**src/rtl/core/nalepr_pkg.sv**
```systemverilog
// Package for the NAL emulation prevention remover.
// Holds the word types, codes, limits and the trailing-zero helper.
// No dependencies.
package nalepr_pkg;

	localparam int unsigned MAX_UNIT_BYTES = 1048576;
	localparam int unsigned HEADER_BYTES   = 1;

	localparam logic [7:0]  EPB_VALUE      = 8'h03;
	localparam logic [1:0]  ZERO_RUN_LIMIT = 2'd2;
	localparam logic [2:0]  FULL_WORD_BYTES = 3'd4;
	localparam logic [19:0] COUNT_CAP =
		((MAX_UNIT_BYTES - 1) < 32'h000F_FFFF) ? 20'(MAX_UNIT_BYTES - 1) : 20'hF_FFFF;

	typedef struct packed {
		logic [7:0] nal_byte;
		logic       last_byte;
	} nal_word_t;

	typedef struct packed {
		logic [31:0] packed_word;
		logic [2:0]  word_bytes;
		logic        end_of_unit;
		logic [19:0] payload_bytes;
		logic [23:0] sodb_bits;
	} res_word_t;

	// count of trailing zeros, eight for an all-zero byte
	function automatic logic [3:0] trailing_zeros8(input logic [7:0] b);
		logic [3:0] n;
		n = 4'd8;
		for (int i = 7; i >= 0; i--) begin
			if (b[i]) begin
				n = 4'(i);
			end
		end
		return n;
	endfunction

endpackage

```
**src/rtl/core/nal_emulation_prevention_remover_top.sv**
```systemverilog
// Top level of the NAL emulation prevention remover.
// Each byte is registered in the input register, then its result word in the result register.
// Throughput: one byte per cycle while nal_stall is low; at most one result word per byte.
// A unit's final result carries the payload byte count and the SODB bit length.
// Reset: arst_n clears all unit state and both valid flags at once; no clearing pass.
// Depends on nalepr_pkg, nalepr_core and nalepr_out_buf.
module nal_emulation_prevention_remover_top import nalepr_pkg::*; (
	input  logic      clk,
	input  logic      arst_n,
	input  logic      nal_valid,
	output logic      nal_stall,
	input  nal_word_t nal_data,
	output logic      res_valid,
	input  logic      res_stall,
	output res_word_t res_data
);

	logic      valid_s1;
	nal_word_t byte_s1;
	logic      room;
	logic      fire;
	logic      has_result;
	res_word_t result;

	assign fire      = valid_s1 && room;
	assign nal_stall = valid_s1 && !room;

	always_ff @(posedge clk or negedge arst_n) begin
		if (!arst_n) begin
			valid_s1 <= 1'b0;
		end else if (!nal_stall) begin
			valid_s1 <= nal_valid;
		end
	end

	always_ff @(posedge clk) begin
		if (nal_valid && !nal_stall) begin
			byte_s1 <= nal_data;
		end
	end

	nalepr_core u_core (
		.clk        (clk),
		.arst_n     (arst_n),
		.fire       (fire),
		.byte_s1    (byte_s1),
		.has_result (has_result),
		.result     (result)
	);

	nalepr_out_buf u_out_buf (
		.clk       (clk),
		.arst_n    (arst_n),
		.load      (fire && has_result),
		.load_data (result),
		.room      (room),
		.res_valid (res_valid),
		.res_stall (res_stall),
		.res_data  (res_data)
	);

endmodule

```
**src/rtl/core/nalepr_core.sv**
```systemverilog
// Byte filter and word packer of the NAL emulation prevention remover.
// Holds the per-unit state and builds one result from the registered byte.
// Depends on nalepr_pkg.
module nalepr_core import nalepr_pkg::*; (
	input  logic      clk,
	input  logic      arst_n,
	input  logic      fire,
	input  nal_word_t byte_s1,
	output logic      has_result,
	output res_word_t result
);

	logic [31:0] acc_q;
	logic [1:0]  biw_q;
	logic [1:0]  zero_run_q;
	logic [19:0] kept_q;
	logic [7:0]  lkb_q;
	logic        header_seen_q;

	logic        keep;
	logic        full;
	logic [31:0] acc_shift;
	logic [31:0] acc_d;
	logic [1:0]  biw_d;
	logic [1:0]  zero_run_d;
	logic [19:0] kept_d;
	logic [7:0]  lkb_d;
	logic [31:0] flush_word;
	logic [20:0] kept_inc;
	logic [23:0] total_bits;
	logic [23:0] cut_bits;
	logic [23:0] sodb;

	always_comb begin
		keep       = 1'b1;
		zero_run_d = zero_run_q;
		kept_d     = kept_q;
		if (header_seen_q) begin
			if (zero_run_q >= ZERO_RUN_LIMIT && byte_s1.nal_byte == EPB_VALUE) begin
				keep       = 1'b0;
				zero_run_d = 2'd0;
			end else begin
				if (byte_s1.nal_byte == 8'd0) begin
					if (zero_run_q < ZERO_RUN_LIMIT) begin
						zero_run_d = zero_run_q + 2'd1;
					end
				end else begin
					zero_run_d = 2'd0;
				end
				if (kept_q < COUNT_CAP) begin
					kept_d = kept_q + 20'd1;
				end
			end
		end

		acc_shift = {acc_q[23:0], byte_s1.nal_byte};
		full      = keep && (biw_q == 2'd3);
		biw_d     = keep ? biw_q + 2'd1 : biw_q;
		acc_d     = keep ? (full ? 32'd0 : acc_shift) : acc_q;
		lkb_d     = keep ? byte_s1.nal_byte : lkb_q;
	end

	always_comb begin
		unique case (biw_d)
			2'd1:    flush_word = {acc_d[7:0], 24'd0};
			2'd2:    flush_word = {acc_d[15:0], 16'd0};
			2'd3:    flush_word = {acc_d[23:0], 8'd0};
			default: flush_word = 32'd0;
		endcase
		kept_inc   = {1'b0, kept_d} + 21'(HEADER_BYTES);
		total_bits = {kept_inc, 3'b000};
		cut_bits   = 24'(trailing_zeros8(lkb_d)) + 24'd1;
		sodb       = (total_bits > cut_bits) ? total_bits - cut_bits : 24'd0;
	end

	always_comb begin
		has_result = full || byte_s1.last_byte;
		result     = '0;
		if (byte_s1.last_byte) begin
			result.packed_word   = full ? acc_shift : flush_word;
			result.word_bytes    = full ? FULL_WORD_BYTES : {1'b0, biw_d};
			result.end_of_unit   = 1'b1;
			result.payload_bytes = kept_d;
			result.sodb_bits     = sodb;
		end else begin
			result.packed_word = acc_shift;
			result.word_bytes  = FULL_WORD_BYTES;
		end
	end

	always_ff @(posedge clk or negedge arst_n) begin
		if (!arst_n) begin
			acc_q         <= '0;
			biw_q         <= '0;
			zero_run_q    <= '0;
			kept_q        <= '0;
			lkb_q         <= '0;
			header_seen_q <= 1'b0;
		end else if (fire) begin
			if (byte_s1.last_byte) begin
				acc_q         <= '0;
				biw_q         <= '0;
				zero_run_q    <= '0;
				kept_q        <= '0;
				lkb_q         <= '0;
				header_seen_q <= 1'b0;
			end else begin
				acc_q         <= acc_d;
				biw_q         <= biw_d;
				zero_run_q    <= zero_run_d;
				kept_q        <= kept_d;
				lkb_q         <= lkb_d;
				header_seen_q <= 1'b1;
			end
		end
	end

	a_unit_end_clears: assert property (@(posedge clk) disable iff (!arst_n)
		fire && byte_s1.last_byte |=> !header_seen_q && biw_q == 2'd0 && kept_q == 20'd0)
		else $error("state not cleared after end of unit");

	a_mid_result_full: assert property (@(posedge clk) disable iff (!arst_n)
		fire && has_result && !byte_s1.last_byte |-> result.word_bytes == FULL_WORD_BYTES)
		else $error("mid-unit result without a full word");

	a_zero_run_sat: assert property (@(posedge clk) disable iff (!arst_n)
		zero_run_q <= ZERO_RUN_LIMIT)
		else $error("zero run beyond limit");

	a_count_cap: assert property (@(posedge clk) disable iff (!arst_n)
		kept_q <= COUNT_CAP)
		else $error("kept count beyond cap");

endmodule

```
**src/rtl/core/nalepr_out_buf.sv**
```systemverilog
// Result register of the NAL emulation prevention remover.
// Holds one result word until taken; reports room for the next one.
// Depends on nalepr_pkg.
module nalepr_out_buf import nalepr_pkg::*; (
	input  logic      clk,
	input  logic      arst_n,
	input  logic      load,
	input  res_word_t load_data,
	output logic      room,
	output logic      res_valid,
	input  logic      res_stall,
	output res_word_t res_data
);

	logic      valid_q;
	res_word_t data_q;

	assign room      = !valid_q || !res_stall;
	assign res_valid = valid_q;
	assign res_data  = data_q;

	always_ff @(posedge clk or negedge arst_n) begin
		if (!arst_n) begin
			valid_q <= 1'b0;
		end else if (room) begin
			valid_q <= load;
		end
	end

	always_ff @(posedge clk) begin
		if (room && load) begin
			data_q <= load_data;
		end
	end

	a_hold_when_stalled: assert property (@(posedge clk) disable iff (!arst_n)
		valid_q && res_stall |=> valid_q && $stable(data_q))
		else $error("stalled result lost or changed");

endmodule

```
**config.mk**
```make
export PLATFORM = sky130hd
export DESIGN_NAME = nal_emulation_prevention_remover_top
export DESIGN_NICKNAME = d
export VERILOG_FILES = /design/src/rtl/core/nalepr_pkg.sv /design/src/rtl/core/nal_emulation_prevention_remover_top.sv /design/src/rtl/core/nalepr_core.sv /design/src/rtl/core/nalepr_out_buf.sv
export SDC_FILE = /design/constraint.sdc
export NUM_CORES = 1
export LEC_CHECK = 0
export ABC_CLOCK_PERIOD_IN_PS = 15400
export BUFFER_PORTS_ARGS = -buffer_cell sky130_fd_sc_hd__clkbuf_2
export CORE_MARGIN = 2
export CORE_UTILIZATION = 45
export CTS_CLUSTER_DIAMETER = 80
export DETAILED_ROUTE_END_ITERATION = 12
export SLEW_MARGIN = 25
export SYNTH_ARGS = -nofsm -noshare
export SYNTH_HDL_FRONTEND = slang
export SYNTH_SLANG_ARGS = --single-unit
```
**constraint.sdc**
```tcl
create_clock -name clk -period 15.4 [get_ports clk]
set_input_delay 0.77 -clock clk [delete_from_list [all_inputs] [get_ports clk]]
set_output_delay 0.77 -clock clk [all_outputs]
set_load 0.02 [all_outputs]
```
==> summary.txt, run 1 <==
Place
  • IO buf count: 94
  • GP Congestion: 0.9021
  • DP Wirelength: about 15,000 um

Die
  • Row count: 50
  • I/O pin cnt: between 90 and 100
  • Starting Density: a little under half
  • Die Span X: ~140 um
  • Die ar.: between 0.02 and 0.025 mm2
  • Die H: about 140 um
  • Core area: 0.01877 mm2

Synthesis
  • Post-Syn Instances: 895
  • Synthesized flop and latch total: 148
  • Seq/Total Area, Yosys: between 40 and 50%
  • Synth async-reset ratio: around 40%
  • Syn Nets: ~920
  • Yosys Warn Count: 0
  • Synth area leader: edfxtp_1
  • Largest cells by area after synthesis: edfxtp_1 31%, dfrtp_1 17%, o21ai_0 4.6%
  • Number of distinct library cells after synthesis: a little over 80
  • Primary FF master, synth: edfxtp_1
  • Area share of the largest cell type after synthesis: about 31%
  • Most numerous cell in the Yosys netlist: edfxtp_1
  • Syn Std Cell Area: between 0.008 and 0.009 mm2
  • Commonest cells in the netlist: 89 x edfxtp_1, 87 x nand2_1, 80 x o21ai_0, 72 x nor2_1, 59 x dfrtp_1
  • EDFF count, synth: 89
  • Mapped Avg Cell Area: about 9.6 um2

Timing
  • Final Max Tran Viols: 0
  • Clk_skew: about 0.013 ns
  • Slew HR: between 30% and 40%
  • Maximum achievable frequency: between 150 and 200 MHz
  • Fin. Hold Viols: 0
  • Crit share post-route: roughly 39%
  • # setup viols final: 0
  • RSZ-0062 raised after global routing: no
  • Fin crit period: 6.057 ns
  • Setup TNS Final: 0 ns
  • Worst-margin pin slew: just under 1 ns

Critical path
  • Critical Path AT: about 6.2 ns
  • Largest fanout on the critical path: 23
  • CP required: roughly 16 ns
  • Critical path launch point type: flip-flop
  • CP Capture Type: flip-flop
  • Kind of critical path: reg2reg

Hold path
  • Min-Delay Path Class: in2async

CTS
  • Skew-Pair Late Insertion Delay: ~0.44 ns
  • Clock sink count: between 100 and 150
  • Root buffer cell: clkbuf_16
  • CTS Hold Bufs: 0
  • Post-CTS Setup Inserts: 0
  • TritonCTS clock tree: done
  • Clk buf depth: 2
  • H-tree depth: 4
  • Total CTS buffers: 17
  • Clock transition at the registers of the reported paths: ~0.070 ns
  • Post-cts resize count: 0

GRT
  • Initial antenna violation count: 0
  • Global-route wire length before repair: between 30,000 and 40,000 um
  • Total grt overflow: 0
  • Vias in the first global route: between 6,000 and 7,000
  • GRT Util Overall: between 20% and 30%
  • Largest net degree at the start of global routing: 81

Status
  • Status: completed

Final layout
  • Layout area overhead: 13.89%
  • Nets@finish: around 980
  • Share of layout cells above drive strength 1: ~17%
  • Reg area: 0.004149 mm2
  • Multi-input logic area: 0.004174 mm2
  • Ant diodes: 0
  • Finished Core Util: a little over half
  • # fillers: approximately 1,700

Job
  • Max cap viols: 0

Routing
  • Routed vias/inst: 6.170
  • First drt pass iteration count: 8
  • DRT antenna net count: 0
  • WL per Instance: 19.65 um
  • Final wirelength: approximately 24,000 um
  • DRC: 0
  • DR iter-0 viols: between 600 and 700
  • Vias: 7,447

Pwr
  • Pwr dens: 134.1 mW/mm2
  • Pwr Total: around 1.3 mW
  • Leakage Power: between 3 and 4 nW
  • VDD IR-drop max: 0.00007881 V
metal layers:
layer,up-vias,global-route usage (%),share of wire (%)
li1,3534,-,-
met1,3612,35.47,48
met2,275,35.77,45
met3,26,5.350,6.2
met4,0,5.472,1.2
met5,-,0,0
state kept, by name, indices dropped and copies added, names as in the netlist:
name                  flops
u_core.biw_q              2
u_core.kept_q            20
u_core.lkb_q              8
u_core.acc_q             24
valid_s1                  1
u_core.zero_run_q         2
u_out_buf.res_data       80
u_core.header_seen_q      1
byte_s1                   9
u_out_buf.res_valid       1
final cells by class:
class	count	area share, %
tap	234	2.984
timing repair buffer	106	5.752
inverter	17	0.6504
clock inverter	15	1.441
clock buffer	17	4.336
multi-input combinational	670	42.55
sequential	148	42.29
metrics by stage:
| step | hold WS, ns | area (um2) | setup slack (ns) | instances |
|---|---|---|---|---|
| final | 0.5062 | 9811 | 9.343 | 1207 |
| after detailed placement | 0.4970 | 9240 | 9.450 | 1175 |
| after global routing | 0.4947 | 9811 | 8.900 | 1207 |
| after CTS | 0.5071 | 9807 | 9.416 | 1207 |
| after global placement | 0.4843 | 9234 | 9.538 | 1175 |
| after floorplan | 0.4644 | 8615 | 10.04 | 895 |
logic make-up after synthesis:
group	synth area share, %
and+or+nand+nor	18.91
adders and majority gates	1.162
other	0.04353
DFF	48.16
buffers and inverters	3.646
muxes	0.8569
xor gates and xnor gates	4.372
AOI/OAI and AO/OA	22.85
power by group:
group / internal [mW] / switching [mW] / leakage, nW
sequential: 0.488 / 0.0361 / 1.65
clock: 0.226 / 0.181 / 0.272
combinational: 0.133 / 0.252 / 1.80
total: 0.847 / 0.469 / 3.73
cell usage in the layout, fill, tap and decap left out, drive strengths merged, types with 17 or more instances in the layout:
master    n
inv      24
a21oi    55
nand2    87
and3     19
xnor2    34
nor3     29
and2     18
nor2     72
o21ai    84
dfrtp    59
nand3    21
edfxtp   89
a31oi    17
a22o     18
clkbuf  111
path summary, 6_finish.rpt:
check,from,end,slack [ns],cells past startpoint
worst min-delay path,arst_n,u_core.acc_q[18]$_DFFE_PN0P_,0.51,2
worst max-delay path,u_core.kept_q[11]$_DFFE_PN0P_,u_out_buf.res_data[6]$_SDFFCE_PN0P_,9.34,15
max in group asynchronous,arst_n,u_core.lkb_q[4]$_DFFE_PN0P_,14.33,2
worst max register to register,u_core.kept_q[11]$_DFFE_PN0P_,u_out_buf.res_data[6]$_SDFFCE_PN0P_,9.34,15
min in group clk,u_core.lkb_q[0]$_DFFE_PN0P_,u_core.lkb_q[0]$_DFFE_PN0P_,0.51,2
worst min register to register,u_core.lkb_q[0]$_DFFE_PN0P_,u_core.lkb_q[0]$_DFFE_PN0P_,0.51,2
worst max-delay path, stage by stage, from the launching register on:
cell,delay [ns]
dfrtp_1,0.60
nand4_1,0.35
or3_1,0.52
o21ai_2,0.71
nand2_1,0.15
nand2_1,0.11
ha_1,0.29
nand4_1,0.24
a21oi_2,0.29
nand4_1,0.51
or2_2,0.51
o31a_1,0.31
or3_4,0.36
o41ai_4,0.40
buf_4,0.33
nor2_1,0.09
(Power assumes the default switching activity.)
==> run 2: changes to the inputs <==
Settings changed: ABC_CLOCK_PERIOD_IN_PS 15400 to 6200.
Clock period 15.4 ns to 6.2 ns, I/O delays scaled along.
==> run 2 against run 1 <==
- worst hold slack got worse by 0.48 ns
- first-iteration DRC count increased by 9.9%
- cell count increased by 0.25%
- register-to-register slack got worse by 8.5 ns
- combinational power increased by 150%
- sequential cell count unchanged
- clock power increased to 2.6 times the previous value
- maximum frequency increased by 13%
- core utilization increased by 0.33 points
==> summary.txt, run 2 (synthesis results as in run 1) <==
Pwr
  • Flop pwr share: 39.3% (-0.6 points)
  • Switch share: 34.96% (-0.69 points)
  • Pwr dens: 335.6 mW/mm2 (+150%)
  • Int Power: 2.155 mW (+150%)
  • Combinational power share: 29.0% (-0.2 points)
  • Clock power frac: 31.7% (+0.8 points)
  • Leakage Power: 3.766 nW (+0.98%)
  • NetSw: 1.158 mW (+150%)
  • VDD IR-drop max: 0.0002035 V (+160%)
  • Pwr Total: 3.313 mW (+150%)

Timing
  • Worst-margin pin slew: 0.9781 ns (-0.009679 ns)
  • RSZ-0062 raised after global routing: no
  • Setup TNS Final: 0 ns (unchanged)
  • Slew HR: 34.49% (+0.78 points)
  • Fin. Hold Viols: 0 (unchanged)
  • Clk_skew: 0.01137 ns (-0.001880 ns)
  • Crit share post-route: 86.81% (+47 points)
  • Setup ws final: 0.8181 ns (-8.525 ns)
  • # setup viols final: 0 (unchanged)
  • Fin crit period: 5.382 ns (-0.6752 ns)
  • Maximum achievable frequency: 185.8 MHz (+13%)
  • Final Max Tran Viols: 0 (unchanged)

CTS
  • CTS Hold Bufs: 0 (unchanged)
  • Root buffer cell: clkbuf_16
  • Clk buf depth: 2 (unchanged)
  • TritonCTS clock tree: done
  • Clock sink count: 148 (unchanged)
  • Post-cts resize count: 0 (unchanged)
  • Total CTS buffers: 17 (unchanged)
  • Post-CTS Setup Inserts: 0 (unchanged)
  • Skew-Pair Late Insertion Delay: 0.44 ns (about the same)
  • Clock transition at the registers of the reported paths: 0.06 ns (about the same)
  • H-tree depth: 4 (unchanged)

Critical path
  • R2R Setup Slk: 0.82 ns (-8.52 ns)
  • Reg2reg path depth: 14 (-1)
  • Buffers & Inverters on Critical Path: 2 (+1)
  • Critical path launch point type: flip-flop
  • Crit path max-delay family: simple AND/OR/NAND/NOR gates
  • CP Capture Type: flip-flop
  • Kind of critical path: reg2reg
  • Slowest stage delay, CP: 0.60 ns (-0.11 ns)
  • Worst r2r dst: u_out_buf.res_data[20]$_SDFFCE_PN0P_
  • CP dominant cell by count: or4_1
  • Launch point of the worst reg-to-reg path: u_core.kept_q[0]$_DFFE_PN0P_
  • Stages on the worst setup path: 14 (-1)
  • Largest fanout on the critical path: 19 (-17%)
  • Slowest CP cell: or4_1
  • Crit-path cells: ha_1, and2_1, nand3_1, o21ai_2, buf_4, or4_1, a221o_1, or4_1, a2111oi_2, a31oi_1, or3_4, o41ai_4, buf_12, a2111oi_0
  • Critical Path AT: 5.55 ns (-0.69 ns)
  • CP required: 6.37 ns (-9.21 ns)

Routing
  • First drt pass iteration count: 5 (-3)
  • WL met2: 10,570 um (-0.96%)
  • Vias: 7,433 (-0.19%)
  • WL per Instance: 19.48 um (-0.86%)
  • Routed vias/inst: 6.143 (-0.44%)
  • Final wirelength: 23,570 um (-0.62%)
  • Highest metal used: met4
  • Met1 wire length: 11,390 um (+0.89%)
  • DRC: 0 (unchanged)
  • DR iter-0 viols: 721 (+9.9%)
  • Met3 wire length: 1325 um (-9.9%)
  • DRT antenna net count: 0 (unchanged)

Place
  • Worst slack, placed: 0.8971 ns (-8.553 ns)
  • DP Wirelength: 15,610 um (+1.1%)
  • GP Congestion: 0.8928 (-1.0%)
  • IO buf count: 94 (unchanged)

Job
  • Max cap viols: 0 (unchanged)

GRT
  • Vias in the first global route: 6,763 (-0.57%)
  • Total grt overflow: 0 (unchanged)
  • Largest net degree at the start of global routing: 81 (unchanged)
  • Initial antenna violation count: 0 (unchanged)
  • Global-route wire length before repair: 37,580 um (-0.84%)
  • GRT Util Overall: 23.68% (-0.22 points)

Die
  • Starting Density: 45.90% (unchanged)
  • Die ar.: 0.02027 mm2 (unchanged)
  • Die H: 142.4 um (unchanged)
  • Row count: 50 (unchanged)
  • Core area: 0.01877 mm2 (unchanged)
  • I/O pin cnt: 95 (unchanged)
  • Die Span X: 142.4 um (unchanged)

Final layout
  • Nets@finish: 984 (+0.31%)
  • Max FFs per register: 80 (unchanged)
  • Layout area overhead: 14.60%
  • # fillers: 1,715 (-1.6%)
  • Commonest non-fill, non-tap cell in the layout: clkbuf_2
  • Share of layout cells above drive strength 1: 17.42% (+0.36 points)
  • Ant diodes: 0 (unchanged)
  • Most frequent cells in the layout: 94 x clkbuf_2, 89 x edfxtp_1, 86 x nand2_1

Hold path
  • Min-Delay Path Class: in2async

Status
  • Status: completed
run 2: cell types whose count changed in the layout (fill, tap and decap cells not counted), sizes merged:
cell      before  now
buf           12   15
bufinv         1    2
clkinv         4    5
clkinvlp       3    1
run 2: how the worst max path moves through the flow:
stage                                            to  slack, ns                        startpoint
2_1_floorplan   u_out_buf.res_data[0]$_SDFFCE_PN0P_       0.84  u_core.zero_run_q[1]$_DFFE_PN0P_
3_3_place_gp   u_out_buf.res_data[20]$_SDFFCE_PN0P_       0.99      u_core.kept_q[0]$_DFFE_PN0P_
3_5_place_dp   u_out_buf.res_data[20]$_SDFFCE_PN0P_       0.90      u_core.kept_q[0]$_DFFE_PN0P_
4_1_cts        u_out_buf.res_data[20]$_SDFFCE_PN0P_       0.88      u_core.kept_q[0]$_DFFE_PN0P_
5_1_grt        u_out_buf.res_data[20]$_SDFFCE_PN0P_       0.55      u_core.kept_q[0]$_DFFE_PN0P_
6_report       u_out_buf.res_data[20]$_SDFFCE_PN0P_       0.82      u_core.kept_q[0]$_DFFE_PN0P_
run 2: power groups by stage:
stage / clock network [mW] / logic [mW] / registers, mW
4_1_cts: 1.06 / 0.960 / 1.30
3_5_place_dp: 0 / 0.952 / 1.32
5_1_grt: 1.11 / 1.06 / 1.32
2_1_floorplan: 0 / 0.616 / 1.39
6_report: 1.05 / 0.959 / 1.30
3_3_place_gp: 0 / 0.949 / 1.32
run 2: layout make-up:
class | count | area [um2] | area share [%]
clock inverters | 15 | 165.2 | 1.673
well taps | 234 | 292.8 | 2.966
inverters | 17 | 63.81 | 0.6464
flip-flops and latches | 148 | 4149 | 42.03
multi-input cells | 670 | 4177 | 42.31
clock buffers | 17 | 425.4 | 4.309
repair buffers | 109 | 599.3 | 6.071
run 2: stage by stage:
step | hold slack, ns | utilization [%] | cell area [um2] | instances
finish | 0.03091 | 52.60 | 9872 | 1210
global route | 0.03435 | 52.60 | 9872 | 1210
CTS | 0.03834 | 52.58 | 9868 | 1210
detailed placement | 0.4900 | 49.43 | 9278 | 1178
global placement | 0.4893 | 49.39 | 9269 | 1178
floorplan | 0.01441 | - | 8615 | 895
run 2: routing by layer:
layer,vias up,global-route usage (%)
met5,-,0
met4,0,6.462
met3,21,4.273
met2,278,35.34
met1,3601,35.48
li1,3533,-
